<file path="src/rtl/rbvp_sqrt.sv">
`timescale 1ns / 1ps
`default_nettype none
// ----------------------------------------------------------------------------
// rbvp_sqrt
// Pipelined integer square root, one result bit per stage, RW stages.
// ----------------------------------------------------------------------------
module rbvp_sqrt #(
    parameter int RW = 31
) (
    input  wire logic              i_clk,
    input  wire logic              i_en,
    input  wire logic [2*RW-1:0]   i_n,
    output logic      [RW-1:0]     o_root
);

    localparam int NW = 2 * RW;
    localparam int CW = NW + 1;

    logic [NW-1:0] r_rem  [RW];
    logic [RW-1:0] r_root [RW];
    logic [NW-1:0] n_rem  [RW];
    logic [RW-1:0] n_root [RW];

    // each stage tries the next lower root bit against the remainder n - root^2
    always_comb begin
        logic [NW-1:0] v_rem;
        logic [RW-1:0] v_root;
        logic [CW-1:0] v_trial;
        for (int s = 0; s < RW; s++) begin
            v_rem   = (s == 0) ? i_n : r_rem[s-1];
            v_root  = (s == 0) ? '0 : r_root[s-1];
            v_trial = (CW'(v_root) << (RW - s)) + (CW'(1) << (2 * (RW - 1 - s)));
            if (CW'(v_rem) >= v_trial) begin
                n_rem[s]  = NW'(CW'(v_rem) - v_trial);
                n_root[s] = v_root | (RW'(1) << (RW - 1 - s));
            end else begin
                n_rem[s]  = v_rem;
                n_root[s] = v_root;
            end
        end
    end

    // stage registers
    always_ff @(posedge i_clk) begin
        if (i_en) begin
            for (int s = 0; s < RW; s++) begin
                r_rem[s]  <= n_rem[s];
                r_root[s] <= n_root[s];
            end
        end
    end

    assign o_root = r_root[RW-1];

endmodule
`default_nettype wire

</file>
<file path="config.mk">
export PLATFORM = sky130hd
export DESIGN_NAME = rbvp_sqrt
export DESIGN_NICKNAME = d
export VERILOG_FILES = /design/src/rtl/rbvp_sqrt.sv
export SDC_FILE = /design/constraint.sdc
export NUM_CORES = 2
export LEC_CHECK = 0
export BUFFER_PORTS_ARGS = -buffer_cell sky130_fd_sc_hd__buf_2
export CORE_MARGIN = 2
export CORE_UTILIZATION = 55
export DETAILED_ROUTE_END_ITERATION = 6
export PLACE_DENSITY = 0.7
export SETUP_SLACK_MARGIN = 0.2
export SLEW_MARGIN = 25
export SYNTH_ARGS = -nofsm -noshare
export SYNTH_HDL_FRONTEND = slang
export SYNTH_SLANG_ARGS = --single-unit
</file>
<file path="constraint.sdc">
create_clock -name i_clk -period 7.9 [get_ports i_clk]
set_clock_uncertainty 0.1 [all_clocks]
set_input_delay 0.395 -clock i_clk [delete_from_list [all_inputs] [get_ports i_clk]]
set_output_delay 0.395 -clock i_clk [all_outputs]
set_load 0.05 [all_outputs]
</file>
-- Word-level counts from Yosys, hierarchy flattened
Memory sizes are Yosys's and may differ from the RTL's.
Index checks and enable logic that the tools add are counted.
Widths: inputs -> output; s select.
- register bits after elaboration: 0
- latch bits: 0
- bits in writable memories: 2883
- memory bits (read-only): 0
- input bits: 64
- word-level logic and storage cells: 158
- memories: 2
- $add $sub $neg: 61
- multipliers: 0
- div/mod/pow operators: 0
- $lt $le $gt $ge: 31
- equal/unequal tests: 0
- shift-type cells: 0
- multiplexer cells: 64
- bitwise operators: 0
- reduce and logical (&&, ||, !) cells: 0
- memories (name ; depth ; width ; rd ports ; clocked after memory_dff ; wr ports ; RTL line ; source):
    r_rem ; 31 ; 62 ; 30 ; 0 ; 31 ; 19 ; logic [NW-1:0] r_rem [RW];
    r_root ; 31 ; 31 ; 31 ; 0 ; 31 ; 20 ; logic [RW-1:0] r_root [RW];
- operator list (kind ; number):
    $mux 62 ; 31
    $add 61x59->62 const B ; 1
    $ge 62x33->1 ; 1
    $ge 62x34->1 ; 1
    $ge 62x35->1 ; 1
    $ge 62x36->1 ; 1
    $ge 62x37->1 ; 1
    $ge 62x38->1 ; 1
    $ge 62x39->1 ; 1
    $ge 62x40->1 ; 1
    $ge 62x41->1 ; 1
    $ge 62x42->1 ; 1
    $ge 62x43->1 ; 1
    $ge 62x44->1 ; 1
    $ge 62x45->1 ; 1
    $ge 62x46->1 ; 1
    $ge 62x47->1 ; 1
    $ge 62x48->1 ; 1
    $ge 62x49->1 ; 1
    $ge 62x50->1 ; 1
    $ge 62x51->1 ; 1
    $ge 62x52->1 ; 1
    $ge 62x53->1 ; 1
    $ge 62x54->1 ; 1
    100 further kinds ; 102

-- Longest topological paths before layout
An unclocked memory read counts as a cell.
- word-level depth: 4
- gate-level depth with buffers: 14
- gate-level depth less buffers: 13

-- Worst setup path after synthesis
No wires, ideal clock.
- path kind: reg2reg
- start point: memory r_rem[1][592] in the netlist's numbering
- end point: memory r_rem[1][677] in the netlist's numbering, data pin
- arrival time: 3.174 ns
- required time: 7.541 ns
- path slack: 4.368 ns
- cell stages (with the launch flop): 13
- clock period less this slack: 3.532 ns
- cells stage by stage: edfxtp_1 -> ha_1 -> buf_2 -> nand4_1 -> nor4_2 -> a2111o_1 -> a2111oi_4 -> and3_1 -> buf_6 -> or4_1 -> o21ba_4 -> or4_4 -> xnor2_2
- RTL lines (element ; RTL line):
    from (decl) ; 19

==> out/results.ini <==
[run_status]
outcome = complete, no violations

[clock_tree]
clockRootBuffer = clkbuf_16
clk_pin_slew_ns = 0.06
cts_buffers = 235
clock_latency_ns = 0.89
cts.sinks = 2356
cts_tree = yes
ctsResizeCount = 0
clock_path_buffers = 3
htree_levels = 4

[synth]
yosysWarnings = 0
synth_edf_count = 2356
syn_avg_cell_area_um2 = 12.6
synth_common_cells = 2356 x edfxtp_1, 636 x inv_1, 612 x nor2_1, 565 x nand2_1, 548 x a21oi_1
synth_area_leader_cell = edfxtp_1
synth_top_cells_by_area = edfxtp_1 62%, ha_1 5.8%, xnor2_1 3.4%
yosysSeqAreaShare = 0.624
synth_cell_type_count = 99
synth_area_um2 = 113000
synth_cells = 9020
synth_ff_type = edfxtp_1
synth_top_cell_area_share = 0.624
async_flop_share = 0
yosysMostFrequentCell = edfxtp_1
synth_nets = 9609
ys_ff_latch = 2356

[run]
cap_violations = 0

[worst_setup_path]
crit_arrival_ns = 5.06
slowest_delay_ns = 0.96
worstSetupPathType = reg -> reg
cp_cell_sequence = inv_1 > ha_1 > o211ai_1 > a21oi_1 > o41ai_1 > a2111o_1 > a211oi_2 > or2_2 > nor2_2 > inv_2 > and2_1 > nand2_1 > xnor2_1
critPathLaunchType = register
critPathSlowestCell = o41ai_1
path_delay_family = compound AO/OA/AOI/OAI gates
cp_num_buf_inv = 2
cp_data_required_time_ns = 8.39
cp_max_fo = 55
endpoint_kind = register
worst-r2r-cell-count = 13
cp.depth = 13

[drt]
ant_nets = 0
top_layer = met5
route.met2.wl_um = 127000
drt_iter0_markers = 7450
dr_wl_met3_um = 17800
met1_length_um = 117000
drc_errors = 0
vias_per_cell = 5.98
finalWirelength_um = 267000
wl_per_cell_um = 21.9
via_count = 72900
drt_first_pass_iters = 6

[power_and_ir_drop]
power_density_nw_per_um2 = 289
vdd_drop_max_uv = 235
seqPwrFrac = 0.475
combPwrFrac = 0.213
switching_share = 0.298
intPower_mw = 25.5
clockPowerShare = 0.312
leakagePower_nw = 46.7
switchingPower_mw = 10.8

[global_route]
grt_pass1_vias = 70300
overflow = 0
grt_max_degree = 185
grtUsageTotal = 0.250
grt_pass1_wl_um = 407000
antenna_found_initial = 14

[floorplanning]
die_area_um2 = 210000
ios = 95
dieWidth_um = 458
core-area_um2 = 205000
fp.dieH_um = 458
rows = 166
start_util = 0.553

[hold_path]
hold_depth = 2
hp-class = in -> reg

[place]
portBuffers = 94
place_ws_ns = 3.37
finalWeightedCongestion = 0.934
dp_hpwl_um = 196000

[timing]
fin_setup_tns_ns = 0
worst_slack_ns = 3.34
maxSlewViolCount = 0
setup_violations = 0
hold_violations = 0
fmax_mhz = 219
relSlewSlack = 0.237
period_share = 0.578
rsz0062_at_grt = no
fin_crit_ns = 4.56
worstMarginPinSlew_ns = 1.13

[finish]
regArea_um2 = 70700
final_nets = 9874
multi_input_area_um2 = 39500
drive_gt1_frac = 0.0707
fillers = 15600
areaGrowthSynthToFinish_pct = 10.9

-- cells in the final DEF (no fill, tap or decap), types with 26 or more instances in the layout --
| master | count |
|---|---|
| nor2b_1 | 63 |
| bufinv_16 | 30 |
| nand3b_1 | 28 |
| clkbuf_1 | 36 |
| xnor2_1 | 438 |
| a31oi_1 | 45 |
| o21a_1 | 94 |
| a21oi_1 | 548 |
| or4_1 | 69 |
| inv_1 | 636 |
| ha_1 | 525 |
| nand2b_1 | 104 |
| nand3_1 | 180 |
| and3_1 | 37 |
| clkbuf_16 | 235 |
| a21boi_0 | 26 |
| a211oi_1 | 43 |
| clkinv_2 | 46 |
| nand2_1 | 565 |
| nor4b_1 | 54 |
| or3_1 | 106 |
| nor4_1 | 323 |
| dlygate4sd3_1 | 64 |
| mux2_2 | 68 |
| nor3_1 | 247 |
| and2_1 | 33 |
| clkinv_1 | 47 |
| xor2_1 | 386 |
| buf_4 | 36 |
| edfxtp_1 | 2356 |
| o211ai_1 | 47 |
| nor2_1 | 612 |
| buf_2 | 94 |
| or2_2 | 37 |
| nand4_1 | 155 |
| a21o_1 | 187 |
| o21bai_1 | 47 |
| o31ai_1 | 46 |
| o21ai_0 | 408 |
-- final cells by class --
class | count | area share
antenna | 1 | 0.0000199
multi-input combinational | 5846 | 0.315
sequential | 2356 | 0.563
tap | 2688 | 0.0268
clock buffer | 271 | 0.0479
clock inverter | 167 | 0.0156
inverter | 640 | 0.0191
timing repair buffer | 206 | 0.0128
-- flip-flops by register name, indices dropped and copies added, names as in the netlist --
| signal | count |
|---|---|
| r_rem | 1860 |
| r_root | 496 |
-- timing repair --
item	4_1_cts	5_1_grt
endpoints found under the hold margin	127	0
buffers inserted	0	0
hold buffers	64	0
-- metrics by stage --
stage	hold WS, ns	cells	cell area (µm²)	total power, mW	util
global placement	0.321	11700	117000	24.9	0.571
detailed placement	0.330	11700	117000	25.0	0.571
finish	0.120	12200	126000	36.3	0.613
CTS	0.0477	12200	126000	36.4	0.613
global route	0.0848	12200	126000	38.0	0.613
floorplan	0.317	9020	113000	22.5	-
-- per-layer routing --
layer	vias up	GRT usage
met5	-	0
met4	4	0.0549
met3	358	0.0383
met2	2463	0.408
met1	35600	0.355
li1	34400	-
-- power by group through the flow --
stage / logic (mW) / clock network, mW / registers [mW]
after floorplan: 5.65 / 0 / 16.8
after global placement: 7.42 / 0 / 17.5
final: 7.74 / 11.3 / 17.2
after global routing: 8.55 / 12.0 / 17.4
after detailed placement: 7.53 / 0 / 17.5
after CTS: 7.63 / 11.6 / 17.2
-- worst paths after layout --
kind	start	to	slack, ns
max	r_root[1][375]	r_rem[1][848]	3.34
min	i_n[1]	r_rem[0][1]	0.12
max reg2reg	r_root[1][375]	r_rem[1][848]	3.34
min reg2reg	r_root[1][379]	r_root[1][410]	0.31
-- cell families (layout without fill, tap and decap cells) --
| logic type | Yosys count | in the layout | synth area share |
|---|---|---|---|
| and+or+nand+nor | 2727 | 2727 | 0.125 |
| DFF | 2356 | 2356 | 0.624 |
| AOI/OAI and AO/OA | 1691 | 1691 | 0.0934 |
| xor gates and xnor gates | 825 | 825 | 0.0638 |
| buffers and inverters | 818 | 1284 | 0.0278 |
| adders and majority gates | 525 | 525 | 0.0580 |
| muxes | 78 | 78 | 0.00765 |
| other | 0 | 1 | 0 |
No activity file was read; power rests on OpenSTA's default activity.
