==> src/rtl/rbvp_div.sv <==
`timescale 1ns / 1ps
`default_nettype none
// ----------------------------------------------------------------------------
// rbvp_div
// Pipelined restoring divider, one quotient bit per stage, QUO_W stages.
// The caller guarantees that the quotient fits in QUO_W bits.
// ----------------------------------------------------------------------------
module rbvp_div #(
    parameter int NUM_W = 56,
    parameter int DEN_W = 31,
    parameter int QUO_W = 24
) (
    input  wire logic              i_clk,
    input  wire logic              i_en,
    input  wire logic [NUM_W-1:0]  i_num,
    input  wire logic [DEN_W-1:0]  i_den,
    output logic      [QUO_W-1:0]  o_quo
);

    localparam int CW = (NUM_W > DEN_W + QUO_W) ? NUM_W : DEN_W + QUO_W;

    logic [CW-1:0]    r_rem [QUO_W];
    logic [DEN_W-1:0] r_den [QUO_W];
    logic [QUO_W-1:0] r_quo [QUO_W];
    logic [CW-1:0]    n_rem [QUO_W];
    logic [DEN_W-1:0] n_den [QUO_W];
    logic [QUO_W-1:0] n_quo [QUO_W];

    // each stage subtracts the shifted divisor when it fits
    always_comb begin
        logic [CW-1:0]    v_rem;
        logic [CW-1:0]    v_sub;
        logic [DEN_W-1:0] v_den;
        logic [QUO_W-1:0] v_quo;
        for (int s = 0; s < QUO_W; s++) begin
            v_rem = (s == 0) ? CW'(i_num) : r_rem[s-1];
            v_den = (s == 0) ? i_den : r_den[s-1];
            v_quo = (s == 0) ? '0 : r_quo[s-1];
            v_sub = CW'(v_den) << (QUO_W - 1 - s);
            n_den[s] = v_den;
            if (v_rem >= v_sub) begin
                n_rem[s] = v_rem - v_sub;
                n_quo[s] = v_quo | (QUO_W'(1) << (QUO_W - 1 - s));
            end else begin
                n_rem[s] = v_rem;
                n_quo[s] = v_quo;
            end
        end
    end

    // stage registers
    always_ff @(posedge i_clk) begin
        if (i_en) begin
            for (int s = 0; s < QUO_W; s++) begin
                r_rem[s] <= n_rem[s];
                r_den[s] <= n_den[s];
                r_quo[s] <= n_quo[s];
            end
        end
    end

    assign o_quo = r_quo[QUO_W-1];

endmodule
`default_nettype wire

==> config.mk <==
export PLATFORM = sky130hd
export DESIGN_NAME = rbvp_div
export DESIGN_NICKNAME = d
export VERILOG_FILES = /design/src/rtl/rbvp_div.sv
export SDC_FILE = /design/constraint.sdc
export NUM_CORES = 2
export LEC_CHECK = 0
export ABC_AREA = 0
export BUFFER_PORTS_ARGS = -buffer_cell sky130_fd_sc_hd__buf_2
export CAP_MARGIN = 30
export CORE_ASPECT_RATIO = 0.5
export CORE_MARGIN = 10
export CORE_UTILIZATION = 45
export DETAILED_ROUTE_END_ITERATION = 6
export GPL_TIMING_DRIVEN = 1
export SLEW_MARGIN = 20
export SYNTH_ARGS = -nofsm -noshare
export SYNTH_HDL_FRONTEND = slang
export SYNTH_SLANG_ARGS = --single-unit
export TNS_END_PERCENT = 5
==> constraint.sdc <==
create_clock -name i_clk -period 5.5 [get_ports i_clk]
set_clock_uncertainty 0.15 [all_clocks]
set_input_delay 0.55 -clock i_clk [delete_from_list [all_inputs] [get_ports i_clk]]
set_output_delay 0.55 -clock i_clk [all_outputs]
set_load 0.005 [all_outputs]
# Yosys cells after proc, flatten, opt, wreduce, memory -nomap -nowiden
# Memories as Yosys holds them, arrays and structs flattened.
# Cells that the tools add are included.
[word_totals] elab_cells=101 ff_bits=0 memories=3 output_inout_bits=24 inputBits=89 ram_bits=2664
[op_classes] mux=50 magnitude_cmp=24 addsub=24
[memory_table] name="r_rem" depth=24 width=56 rd=23 rd_clocked_by_memory_dff=0 wr=24 line_no="22" source="logic [CW-1:0] r_rem [QUO_W];"
[memory_table] name="r_den" depth=24 width=31 rd=23 rd_clocked_by_memory_dff=0 wr=24 line_no="23" source="logic [DEN_W-1:0] r_den [QUO_W];"
[memory_table] name="r_quo" depth=24 width=24 rd=24 rd_clocked_by_memory_dff=0 wr=24 line_no="24" source="logic [QUO_W-1:0] r_quo [QUO_W];"
[ops] op="56-bit 2-to-1 mux" n=24
[ops] op="56-bit by 31-bit greater-or-equal comparator with 1-bit output" n=1
[ops] op="56-bit by 32-bit greater-or-equal comparator with 1-bit output" n=1
[ops] op="56-bit by 33-bit greater-or-equal comparator with 1-bit output" n=1
[ops] op="56-bit by 34-bit greater-or-equal comparator with 1-bit output" n=1
[ops] op="56-bit by 35-bit greater-or-equal comparator with 1-bit output" n=1
[ops] op="56-bit by 36-bit greater-or-equal comparator with 1-bit output" n=1
[ops] op="56-bit by 37-bit greater-or-equal comparator with 1-bit output" n=1
[ops] op="56-bit by 38-bit greater-or-equal comparator with 1-bit output" n=1
[ops] op="56-bit by 39-bit greater-or-equal comparator with 1-bit output" n=1
[ops] op="56-bit by 40-bit greater-or-equal comparator with 1-bit output" n=1
[ops] op="56-bit by 41-bit greater-or-equal comparator with 1-bit output" n=1
[ops] op="56-bit by 42-bit greater-or-equal comparator with 1-bit output" n=1
[ops] op="56-bit by 43-bit greater-or-equal comparator with 1-bit output" n=1
[ops] op="56-bit by 44-bit greater-or-equal comparator with 1-bit output" n=1
[ops] op="56-bit by 45-bit greater-or-equal comparator with 1-bit output" n=1
[ops] op="56-bit by 46-bit greater-or-equal comparator with 1-bit output" n=1
[ops] op="56-bit by 47-bit greater-or-equal comparator with 1-bit output" n=1
[ops] op="56-bit by 48-bit greater-or-equal comparator with 1-bit output" n=1
[ops] op="56-bit by 49-bit greater-or-equal comparator with 1-bit output" n=1
[ops] op="56-bit by 50-bit greater-or-equal comparator with 1-bit output" n=1
[ops] op="56-bit by 51-bit greater-or-equal comparator with 1-bit output" n=1
[ops] op="56-bit by 52-bit greater-or-equal comparator with 1-bit output" n=1
[ops] op="56-bit by 53-bit greater-or-equal comparator with 1-bit output" n=1
[ops] op="other kinds (49)" n=51

# Depth between registers and ports, before layout
[logic_depth] word_depth=2 mapped_depth=16 mapped_depth_nobuf=14

# Worst setup path after synthesis
# Ideal clock, no wire load.
[synth_timing] path_kind="flip-flop to flip-flop" start="mem r_den[2][0], in the netlist r_den[0][62]" end="mem r_rem[0][195] (netlist bit), data pin" path_stages_with_launch=13 synth_period_minus_slack_ps=3955 n_path_buf=1 slack_ps=1545 arrival_ps=3546 path_cell_list="edfxtp_1 > ha_1 > fa_1 > nand2b_1 > a2111oi_0 > a211oi_1 > o211a_1 > a2111o_1 > nand3_1 > a41oi_1 > o2111ai_1 > buf_2 > mux2_2"
[synth_rtl] element="start, declared" line_no="23"
[synth_rtl] element="end, declared" line_no="22"

==> metrics <==
final setup vio count=0; total track usage=between 10% and 20%; worst-path fanout max=38; largest cells by area after synthesis=edfxtp_1 55%, ha_1 7.4%, a21oi_1 3.8%, xor2_1 3.1%, xnor2_1 3.1%; Die Footprint=around 300000 sq um; run status=finished clean; fin nets=12200; CP Cell Sequence=ha_1, nand4_1, nor3_1, nand4_1, a211oi_1, o311ai_0, buf_4, o21a_1, o21ai_0, a21bo_2, buf_12, mux2_2; multi-input logic area=51400 sq um; asr flop ratio synth=0%; DP Area=roughly 130000 sq um; Most common cell on crit path=nand4_1; maximum clock rate=0.197 GHz; Worst-Skew Late Latency=0.91 ns; core area=roughly 280000 sq um; initial antenna violation count=1; CP max-delay cell=a211oi_1; Clock Tree Root=clkbuf_16; Synth top area share=between 50% and 60%; Final TNS setup=0 ns; Mapped Avg Cell Area=11.2 sq um; Tmin final=about 5.1 ns; RR Startpoint=r_rem[1][82]; Final Instance Area=~140000 sq um; Num CTS Buffers=~220; Congestion Overflow GR=0; Rel. slew slack=about a quarter; worst slew pin tran=~1.1 ns; final antenna-violating net count=0; post-synthesis sequential area ratio=55.2%; DRC errors left=0; share of layout cells above drive strength 1=roughly 6.5%; MaxCap Viol Count=0; Syn Std Cell Area=125000 sq um; Worst R2R Setup Slack=0.41 ns; area grow syn2layout=10.5%; worst hold slack=0.241 ns; setup repair after global routing missed its margin=false; largest net degree at the start of global routing=between 150 and 200; synth cell count leaders=2301 x edfxtp_1, 962 x inv_1, 951 x a21oi_1, 814 x nand2_1, 744 x ha_1; number of global-route vias before repair=82700; die width=between 700 and 800 um; critical path class=reg2reg; Hold Crit Depth=0; GP Congestion=roughly 0.92; Distinct cells, synth=just over 90; Worst Path Arrival=5.56 ns; cell taking the most area after synthesis=edfxtp_1; I/O Buffers=112; syn nets=12000; P per Cell Area=roughly 500 nW/um^2; Syn Inst Count=around 11000; Yosys warning count=0; Slew Limit Fails=0; DRT iter0 DRCs=4724; Hold EP=r_quo[1][134]; Top FF cell, synth=edfxtp_1; period utilisation layout=between 90% and 100%; HPWL after DPL=206000 um; Seq cells post-synth=2301; Crit. End Element=flop; hold_sp=r_quo[1][110]; TritonRoute pass-1 iters=5; CTS sink cnt=2301; Hold Fails Final Rpt=0; H-tree levels=4; clock tree from TritonCTS=built; worst vdd ir=0.000240 V; global-route wire length before repair=around 430000 um; vias per std cell=roughly 5.3; row cnt=approximately 140; initial core utilization=about 45%; Max stage delay on crit path=between 0.7 and 0.8 ns; worst min path class=reg2reg; CP Launch Type=flop; Post CTS Setup Buffer Count=0; wire per inst=between 15 and 20 um; cell with the most instances after synthesis=edfxtp_1; FF/Latch Area=between 60000 and 70000 sq um; Routed Wire Length=roughly 270000 um; Worst R2R End=r_rem[1][134]; Ports=113; number of synthesized flops with an enable pin=between 2000 and 2500; CP required=5.97 ns; CTS max path bufs=4; Worst Reg-to-Reg Cells=12; Fillers=roughly 24000; leak pwr=around 54 nW; Vias=81500; Die Y=393 um; Worst-path clk slew=0.07 ns
cells by family after synthesis:
family                   Yosys count  share of synthesized area [%]
multiplexers                     133                           1.19
AND/OR/NAND/NOR                 2908                           11.5
AO/OA/AOI/OAI                   2847                           14.1
buffers and inverters           1297                           3.95
flip-flops                      2301                           55.2
XOR/XNOR                         894                           6.25
adder cells (fa/ha/maj)          767                           7.80
area by class of cell:
| type | instances | area share (%) |
|---|---|---|
| Clock inverter | 130 | 0.855 |
| Inverter | 965 | 2.62 |
| Multi-Input combinational cell | 7549 | 37.1 |
| Tap cell | 3726 | 3.37 |
| Antenna cell | 1 | 0.00181 |
| Sequential cell | 2301 | 50.0 |
| Clock buffer | 269 | 4.16 |
| Timing Repair Buffer | 307 | 1.91 |
metal layers:
| metal | vias up | GRT usage (%) | wire length, um |
|---|---|---|---|
| met3 | 710 | 2.31 | 8450 |
| met2 | 1574 | 31.3 | 131000 |
| met5 | - | 0 | 0 |
| met1 | 37700 | 20.5 | 115000 |
| met4 | 0 | 9.47 | 16200 |
| li1 | 41600 | - | - |
worst max-delay path: cells and delay by family, from the launching register on:
family                     cells  cell delay (ns)
buffers and inverters          2             0.46
muxes                          1             0.36
adders and majority gates      1             0.45
DFF                            1             0.39
AOI/OAI and AO/OA              5             2.14
and+or+nand+nor                3             0.84
power by group:
| group | switching (mW) | leakage [nW] | total (mW) | internal, mW |
|---|---|---|---|---|
| clock network | 6.61 | 3.40 | 15.0 | 8.36 |
| logic | 15.8 | 27.9 | 27.4 | 11.6 |
| registers | 2.39 | 22.3 | 27.1 | 24.7 |
state kept, by name (all words and copies together), names as in the netlist:
name	count
r_rem	1288
r_den	713
r_quo	300
layout by cell type (no fill, tap or decap), types with 122 or more instances in the layout:
master / instances
nand4_1: 164
ha_1: 744
a21oi_1: 951
inv_1: 962
nand2_1: 812
mux2_2: 122
edfxtp_1: 2301
a21o_1: 407
o21ai_0: 661
xnor2_1: 444
nor2_1: 720
nand3_1: 161
nor3_1: 176
xor2_1: 450
clkbuf_16: 223
nor4_1: 163
worst max path at each step:
| stage | from | to |
|---|---|---|
| 2_1_floorplan | r_den[0][62] | r_rem[0][195] |
| 3_3_place_gp | r_rem[1][83] | r_rem[1][126] |
| 3_5_place_dp | r_rem[1][82] | r_rem[1][126] |
| 4_1_cts | r_rem[1][82] | r_rem[1][134] |
| 5_1_grt | r_den[1][44] | r_rem[1][134] |
| 6_report | r_rem[1][82] | r_rem[1][134] |
stage by stage:
stage               power, mW  setup slack, ns  util (%)  instances
floorplan                47.4             1.54         -      11100
global placement         54.4            0.255      47.3      14800
detailed placement       54.5            0.314      47.3      14800
CTS                      69.9            0.309      50.1      15200
global route             74.5            0.148      50.1      15200
finish                   69.5            0.414      50.1      15200
timing repair:
item,CTS,global route
gates resized for setup,0,0
endpoints found under the hold margin,108,0
setup endpoints to repair,0,0
hold buffers,88,0
(Power assumes the default switching activity.)
